[src/rtl/ksf_pkg.sv]
// ----------------------------------------------------------------------------
// ksf_pkg
// Shared types, constants and the scancode translation for the keyboard FIFO.
// ----------------------------------------------------------------------------
package ksf_pkg;

    localparam logic ACTION_KEY  = 1'b0;
    localparam logic ACTION_READ = 1'b1;

    localparam logic [79:0] ROW_TOP    = "qwertyuiop";
    localparam logic [71:0] ROW_HOME   = "asdfghjkl";
    localparam logic [55:0] ROW_BOTTOM = "zxcvbnm";

    localparam logic [6:0] CHAR_ZERO    = 7'h30;
    localparam logic [6:0] CHAR_ONE     = 7'h31;
    localparam logic [6:0] CHAR_NEWLINE = 7'h0A;
    localparam logic [6:0] CHAR_SPACE   = 7'h20;
    localparam logic [6:0] CHAR_DOT     = 7'h2E;
    localparam logic [6:0] CHAR_SLASH   = 7'h2F;
    localparam logic [6:0] CHAR_NONE    = 7'h00;

    typedef struct packed {
        logic       action;
        logic [7:0] scancode;
    } in_item_t;

    typedef struct packed {
        logic [6:0] char_out;
        logic       char_valid;
        logic       dropped;
        logic [8:0] fill_level;
    } out_item_t;

    typedef struct packed {
        logic is_read;
        logic sc_zero;
        logic full;
        logic empty;
    } ksf_status_t;

    typedef struct packed {
        logic push;
        logic pop;
        logic load_imm;
        logic load_mem;
    } ksf_cmd_t;

    function automatic logic [6:0] translate(input logic [7:0] sc);
        logic [7:0] ofs;
        logic [6:0] ch;
        ch = CHAR_NONE;
        if (sc inside {[8'h10:8'h19]}) begin
            ofs = sc - 8'h10;
            ch  = ROW_TOP[8 * (9 - ofs[3:0]) +: 7];
        end else if (sc inside {[8'h1E:8'h26]}) begin
            ofs = sc - 8'h1E;
            ch  = ROW_HOME[8 * (8 - ofs[3:0]) +: 7];
        end else if (sc inside {[8'h2C:8'h32]}) begin
            ofs = sc - 8'h2C;
            ch  = ROW_BOTTOM[8 * (6 - ofs[2:0]) +: 7];
        end else if (sc inside {[8'h02:8'h0A]}) begin
            ofs = sc - 8'h02;
            ch  = CHAR_ONE + 7'(ofs[3:0]);
        end else if (sc == 8'h0B) begin
            ch = CHAR_ZERO;
        end else if (sc inside {8'h1C, 8'h0E}) begin
            ch = CHAR_NEWLINE;
        end else if (sc == 8'h39) begin
            ch = CHAR_SPACE;
        end else if (sc == 8'h34) begin
            ch = CHAR_DOT;
        end else if (sc == 8'h35) begin
            ch = CHAR_SLASH;
        end
        return ch;
    endfunction

endpackage

[src/rtl/keyboard_scancode_fifo.sv]
// ----------------------------------------------------------------------------
// keyboard_scancode_fifo
// Set-1 scancode to ASCII translation feeding a character FIFO.
// ----------------------------------------------------------------------------
// Input channel (in_valid/in_ready/in_data): action 0 is a key event that
// translates the scancode and pushes the character; scancode zero or a full
// FIFO drops the event and sets dropped. Action 1 pops the oldest character,
// or returns char_valid low when the FIFO is empty.
// Output channel (out_valid/out_ready/out_data): one result per transfer,
// carrying the fill level after that item.
// Key events and empty reads load the result register from the transfer;
// a read that pops first reads the registered read port of the character
// store, then loads the result; in_ready is low in the read-wait between.
// Throughput: one key event per cycle, unless out_ready holds the output.
// A new transfer is taken while the previous result is being taken in the
// same cycle; while out_ready stays low with a result held, in_ready is low.
// Reset empties the FIFO (pointers and count cleared); store contents are
// not cleared and are only read after being written.
// ----------------------------------------------------------------------------
module keyboard_scancode_fifo #(
    parameter int FIFO_DEPTH = 256
) (
    input  logic               clk,
    input  logic               rst_n,
    input  logic               in_valid,
    output logic               in_ready,
    input  ksf_pkg::in_item_t  in_data,
    output logic               out_valid,
    input  logic               out_ready,
    output ksf_pkg::out_item_t out_data
);
    import ksf_pkg::*;

    ksf_status_t status;
    ksf_cmd_t    cmd;

    ksf_ctrl u_ctrl (
        .clk       (clk),
        .rst_n     (rst_n),
        .in_valid  (in_valid),
        .in_ready  (in_ready),
        .out_valid (out_valid),
        .out_ready (out_ready),
        .status    (status),
        .cmd       (cmd)
    );

    ksf_datapath #(
        .FIFO_DEPTH (FIFO_DEPTH)
    ) u_datapath (
        .clk      (clk),
        .rst_n    (rst_n),
        .in_data  (in_data),
        .cmd      (cmd),
        .status   (status),
        .out_data (out_data)
    );

endmodule

[src/rtl/ksf_ram.sv]
// ----------------------------------------------------------------------------
// ksf_ram
// Generic single-write, single-read RAM with registered read data.
// ----------------------------------------------------------------------------
module ksf_ram #(
    parameter int WIDTH = 7,
    parameter int DEPTH = 256
) (
    input  logic                     clk,
    input  logic                     we,
    input  logic [$clog2(DEPTH)-1:0] waddr,
    input  logic [WIDTH-1:0]         wdata,
    input  logic                     re,
    input  logic [$clog2(DEPTH)-1:0] raddr,
    output logic [WIDTH-1:0]         rdata
);

    logic [WIDTH-1:0] mem [DEPTH];
    logic [WIDTH-1:0] rdata_reg;

    always_ff @(posedge clk)
    begin
        if (we)
        begin
            mem[waddr] <= wdata;
        end
        if (re)
        begin
            rdata_reg <= mem[raddr];
        end
    end

    assign rdata = rdata_reg;

endmodule

[src/rtl/ksf_ctrl.sv]
// ----------------------------------------------------------------------------
// ksf_ctrl
// Controller: handshakes, read-wait state and output valid.
// ----------------------------------------------------------------------------
module ksf_ctrl (
    input  logic                clk,
    input  logic                rst_n,
    input  logic                in_valid,
    output logic                in_ready,
    output logic                out_valid,
    input  logic                out_ready,
    input  ksf_pkg::ksf_status_t status,
    output ksf_pkg::ksf_cmd_t    cmd
);
    import ksf_pkg::*;

    localparam logic S_IDLE = 1'b0;
    localparam logic S_READ = 1'b1;

    logic state_reg, state_next;
    logic out_valid_reg, out_valid_next;
    logic accept;

    assign in_ready = (state_reg == S_IDLE) && (!out_valid_reg || out_ready);
    assign accept   = in_valid && in_ready;

    always_comb
    begin
        cmd.push     = accept && !status.is_read && !status.sc_zero && !status.full;
        cmd.pop      = accept && status.is_read && !status.empty;
        cmd.load_imm = accept && !(status.is_read && !status.empty);
        cmd.load_mem = (state_reg == S_READ);
    end

    always_comb
    begin
        state_next = state_reg;
        case (state_reg)
            S_IDLE:
            begin
                if (cmd.pop)
                begin
                    state_next = S_READ;
                end
            end
            S_READ:
            begin
                state_next = S_IDLE;
            end
            default:
            begin
                state_next = S_IDLE;
            end
        endcase
    end

    always_comb
    begin
        out_valid_next = out_valid_reg;
        if (cmd.load_imm || cmd.load_mem)
        begin
            out_valid_next = 1'b1;
        end
        else if (out_ready)
        begin
            out_valid_next = 1'b0;
        end
    end

    always_ff @(posedge clk or negedge rst_n)
    begin
        if (!rst_n)
        begin
            state_reg     <= S_IDLE;
            out_valid_reg <= 1'b0;
        end
        else
        begin
            state_reg     <= state_next;
            out_valid_reg <= out_valid_next;
        end
    end

    assign out_valid = out_valid_reg;

`ifndef SYNTHESIS
    a_read_slot_free: assert property (@(posedge clk) disable iff (!rst_n)
        (state_reg == S_READ) |-> !out_valid_reg)
        else $error("read data returning while output register is occupied");

    a_read_loads_output: assert property (@(posedge clk) disable iff (!rst_n)
        (state_reg == S_READ) |=> out_valid_reg)
        else $error("read result not presented after memory access");

    a_pop_enters_read: assert property (@(posedge clk) disable iff (!rst_n)
        cmd.pop |=> (state_reg == S_READ))
        else $error("pop did not enter read state");

    a_no_double_load: assert property (@(posedge clk) disable iff (!rst_n)
        !(cmd.load_imm && cmd.load_mem))
        else $error("two result loads in one cycle");
`endif

endmodule

[src/rtl/ksf_datapath.sv]
// ----------------------------------------------------------------------------
// ksf_datapath
// Datapath: translation, character store, pointers, count and result register.
// ----------------------------------------------------------------------------
module ksf_datapath #(
    parameter int FIFO_DEPTH = 256
) (
    input  logic                 clk,
    input  logic                 rst_n,
    input  ksf_pkg::in_item_t    in_data,
    input  ksf_pkg::ksf_cmd_t    cmd,
    output ksf_pkg::ksf_status_t status,
    output ksf_pkg::out_item_t   out_data
);
    import ksf_pkg::*;

    localparam int PTR_W = $clog2(FIFO_DEPTH);
    localparam int CNT_W = $clog2(FIFO_DEPTH + 1);
    localparam int FILL_W = $bits(out_data.fill_level);

    logic [PTR_W-1:0] rd_ptr_reg, rd_ptr_next;
    logic [PTR_W-1:0] wr_ptr_reg, wr_ptr_next;
    logic [CNT_W-1:0] count_reg, count_next;
    out_item_t        out_reg, out_next;
    logic [6:0]       rdata;

    assign status.is_read = (in_data.action == ACTION_READ);
    assign status.sc_zero = (in_data.scancode == 8'h00);
    assign status.full    = (count_reg == CNT_W'(FIFO_DEPTH));
    assign status.empty   = (count_reg == '0);

    ksf_ram #(
        .WIDTH (7),
        .DEPTH (FIFO_DEPTH)
    ) u_store (
        .clk   (clk),
        .we    (cmd.push),
        .waddr (wr_ptr_reg),
        .wdata (translate(in_data.scancode)),
        .re    (cmd.pop),
        .raddr (rd_ptr_reg),
        .rdata (rdata)
    );

    always_comb
    begin
        wr_ptr_next = wr_ptr_reg;
        rd_ptr_next = rd_ptr_reg;
        count_next  = count_reg;
        if (cmd.push)
        begin
            wr_ptr_next = (wr_ptr_reg == PTR_W'(FIFO_DEPTH - 1)) ? '0 : wr_ptr_reg + 1'b1;
            count_next  = count_reg + 1'b1;
        end
        if (cmd.pop)
        begin
            rd_ptr_next = (rd_ptr_reg == PTR_W'(FIFO_DEPTH - 1)) ? '0 : rd_ptr_reg + 1'b1;
            count_next  = count_reg - 1'b1;
        end
    end

    always_comb
    begin
        out_next = out_reg;
        if (cmd.load_imm)
        begin
            out_next.char_out   = CHAR_NONE;
            out_next.char_valid = 1'b0;
            out_next.dropped    = !status.is_read && !cmd.push;
            out_next.fill_level = FILL_W'(count_next);
        end
        else if (cmd.load_mem)
        begin
            out_next.char_out   = rdata;
            out_next.char_valid = 1'b1;
            out_next.dropped    = 1'b0;
            out_next.fill_level = FILL_W'(count_reg);
        end
    end

    always_ff @(posedge clk or negedge rst_n)
    begin
        if (!rst_n)
        begin
            rd_ptr_reg <= '0;
            wr_ptr_reg <= '0;
            count_reg  <= '0;
        end
        else
        begin
            rd_ptr_reg <= rd_ptr_next;
            wr_ptr_reg <= wr_ptr_next;
            count_reg  <= count_next;
        end
    end

    always_ff @(posedge clk)
    begin
        out_reg <= out_next;
    end

    assign out_data = out_reg;

`ifndef SYNTHESIS
    a_count_bound: assert property (@(posedge clk) disable iff (!rst_n)
        count_reg <= CNT_W'(FIFO_DEPTH))
        else $error("held count exceeds depth");

    a_ptr_gap: assert property (@(posedge clk) disable iff (!rst_n)
        (count_reg == '0 || count_reg == CNT_W'(FIFO_DEPTH)) |-> (rd_ptr_reg == wr_ptr_reg))
        else $error("pointers disagree with held count");

    a_no_push_pop: assert property (@(posedge clk) disable iff (!rst_n)
        !(cmd.push && cmd.pop))
        else $error("push and pop in the same cycle");
`endif

endmodule

[config.mk]
export PLATFORM = sky130hd
export DESIGN_NAME = keyboard_scancode_fifo
export DESIGN_NICKNAME = d
export VERILOG_FILES = /design/src/rtl/ksf_pkg.sv /design/src/rtl/keyboard_scancode_fifo.sv /design/src/rtl/ksf_ram.sv /design/src/rtl/ksf_ctrl.sv /design/src/rtl/ksf_datapath.sv
export SDC_FILE = /design/constraint.sdc
export NUM_CORES = 2
export LEC_CHECK = 0
export BUFFER_PORTS_ARGS = -buffer_cell sky130_fd_sc_hd__buf_2
export CAP_MARGIN = 20
export CORE_MARGIN = 2
export CORE_UTILIZATION = 52
export CTS_CLUSTER_SIZE = 12
export DETAILED_ROUTE_END_ITERATION = 10
export PLACE_DENSITY = 0.7
export SYNTH_ARGS = -nofsm -noshare
export SYNTH_HDL_FRONTEND = slang
export SYNTH_SLANG_ARGS = --single-unit
[constraint.sdc]
create_clock -name clk -period 4.4 [get_ports clk]
set_clock_uncertainty 0.05 [all_clocks]
set_input_delay 0.66 -clock clk [delete_from_list [all_inputs] [get_ports clk]]
set_output_delay 0.66 -clock clk [all_outputs]
set_load 0.005 [all_outputs]
==> metrics <==
status finished clean; path type of the worst setup path flip-flop to flip-flop; fmax 241.3 MHz; DP Wirelength 120900 um; Post-synth top cells 1809 x edfxtp_1, 353 x mux4_2, 320 x nor2_1; share of layout cells above drive strength 1 0.2607; CTS tree yes; Reg2Reg Launch Point u_datapath.rd_ptr_reg[0]; chip width 380.2 um; Lkg Pwr 26.76 nW; core box area 141100 sq um; area of the mapped netlist 73590 sq um; DR iter-0 viols about 6000; synth warn 0; GP Congestion approximately 0.91; HP Class input port to flip-flop; Critical Path Source Type flip-flop; NetSw ~14 mW; Final Hold Vio Count 0; Final setup viols 0; most numerous cell in the Yosys netlist edfxtp_1; die area 144500 sq um; Die H between 300 and 400 um; max FFs per register 1792; clock sink total 1844; Power Density 560.8 nW/um^2; r2r worst-path depth 12; period utilisation layout 0.9417; Syn Area/Cell 19.93 sq um; Synth area leader edfxtp_1; Final Max Tran Viols 0; Worst Tran Pin Value 1.191 ns; Worst R2R Setup Slack 0.26 ns; maximum number of pins on one net before global-route repair 141; WHS Endpoint u_ctrl.state_reg; Syn-to-layout area delta 14.13%; gr usage total 0.2624; Synth Flop Type edfxtp_1; total power 47.10 mW; final net count 4151; final instance area 83980 sq um; initial antenna violation count 4; dpl cells 5825; Hold Crit Depth 3; Placement Cell Area 78760 sq um; # H-tree levels 4; Residual DRC 0; Synth top area share 0.7382; crit end category flip-flop; CP Max Fanout 18; GRT Residual Overflow 0; part of the power in combinational logic 0.277; DRT antenna net count 0; clk slew on worst S/H paths 0.06 ns; # port buffers 32; Root Buffer clkbuf_16; Hold Startpoint in_data[8]; crit path DAT between 4 and 5 ns; Post-CTS Resized 0; Routed wire per std cell about 31 um; cts bufs inserted 182; maximum vdd ir drop ~0.00053 V; TritonRoute pass-1 iters 6; hold_ws 0.1324 ns; R2R Path End u_datapath.u_store.rdata[1]; clk_lat worst skew 0.81 ns; Synth Instances between 3000 and 4000; first-pass GRT wire length 274200 um; synth top area cells edfxtp_1 74%, mux4_2 11%, mux2i_1 2.2%; unrepaired setup endpoints after global routing no; Reg power frac 0.425; relative slew slack 0.2043; io pins 33; final critical-path required period 4.144 ns; Worst EP required roughly 4.9 ns; Synthesized Nets 3722; vias in the first global route 38470; Pint 32.79 mW; Post-synth EDFFs roughly 1800; Netlist cell types 82; fraction of registers with async set or reset after synthesis 0.01464; Yosys reg bits between 1500 and 2000; final wirelength 189600 um; switching power share of the total 0.3038; placement row count 138; vias after detailed routing 39440; Seq/Total Area, Yosys 0.7495; CTS max path bufs 3; starting density of the core 0.5217; max cap viols 0; Clk pwr share 0.298; vias per inst 6.447; Layout Cells excl Fill 6118
what timing repair did:
item / in CTS / in global routing
setup buffers: 0 / 0
hold endpoints to repair: 27 / 0
hold buffers: 1 / 0
critical path, stage by stage, from the launching register on:
cell,delay [ns]
dfrtp_4,0.78
buf_12,0.30
buf_4,0.27
nand3b_1,0.39
buf_4,0.30
o221ai_1,0.18
a21oi_1,0.30
nand2_1,0.12
a211oi_1,0.25
buf_4,0.24
a311o_1,0.30
o21ai_0,0.18
buf_4,0.20
final cells by class:
cell class / count / area, sq um
multi-input cells: 1600 / 17100
repair buffers: 472 / 4051
flip-flops and latches: 1844 / 55180
diodes: 1 / 2.502
clock buffers: 250 / 4935
well taps: 1890 / 2365
clock inverters: 40 / 267.8
fillers: 9976 / 57080
inverters: 21 / 90.09
metrics by stage:
stage          setup TNS [ns]  setup slack [ns]  utilization
2_1_floorplan        -4052.01            -5.370            -
3_3_place_gp                0            0.4084       0.5583
3_5_place_dp                0            0.4211       0.5583
4_1_cts                     0            0.4386       0.5953
5_1_grt                     0            0.1562       0.5953
6_report                    0            0.2565       0.5953
layer usage:
| metal | part of all wire | track usage | vias up |
|---|---|---|---|
| li1 | - | - | 16050 |
| met1 | 0.39 | 0.3761 | 20520 |
| met2 | 0.46 | 0.3979 | 2486 |
| met3 | 0.11 | 0.06044 | 381 |
| met4 | 0.038 | 0.09766 | 2 |
| met5 | 0.000069 | 0 | - |
worst max path at each step:
stage                        startpoint                       endpoint  slack, ns  cells past startpoint
2_1_floorplan                in_data[1]   u_datapath.u_store.mem[0][0]      -5.37                      9
3_3_place_gp                 in_data[1]  u_datapath.u_store.mem[77][1]       0.41                     11
3_5_place_dp                 in_data[1]  u_datapath.u_store.mem[77][3]       0.42                     11
4_1_cts        u_datapath.rd_ptr_reg[0]    u_datapath.u_store.rdata[3]       0.44                      9
5_1_grt        u_datapath.rd_ptr_reg[0]    u_datapath.u_store.rdata[3]       0.16                      9
6_report       u_datapath.rd_ptr_reg[0]    u_datapath.u_store.rdata[1]       0.26                     12
kinds of logic after synthesis:
| logic type | share of synthesized area |
|---|---|
| simple gates | 0.03436 |
| flops | 0.7495 |
| buf+inv | 0.02081 |
| mux | 0.1533 |
| compound gates | 0.03506 |
| fa+ha+maj | 0.002890 |
| xor+xnor | 0.004047 |
cell usage in the layout, fill, tap and decap left out, drive strengths merged, types with 18 or more instances in the layout:
master	n
clkinv	34
nand3	54
mux4	410
nor2	320
buf	471
o21ai	64
o221ai	32
mux2i	165
inv	24
clkbuf	250
xnor2	24
nand2	113
edfxtp	1809
o22ai	23
a21oi	82
a221oi	34
a31oi	18
nor2b	19
dfrtp	27
a22oi	32
power by group through the flow:
stage	Combinational [mW]	Sequential [mW]	Clock, mW
after floorplan	8.61	20.1	0
after global placement	12.8	20.3	0
after detailed placement	12.8	20.4	0
after CTS	12.9	20.0	14.2
after global routing	13.6	20.0	14.8
final	13.1	20.0	14.0
Note: power is estimated with default switching activity, not from simulation.
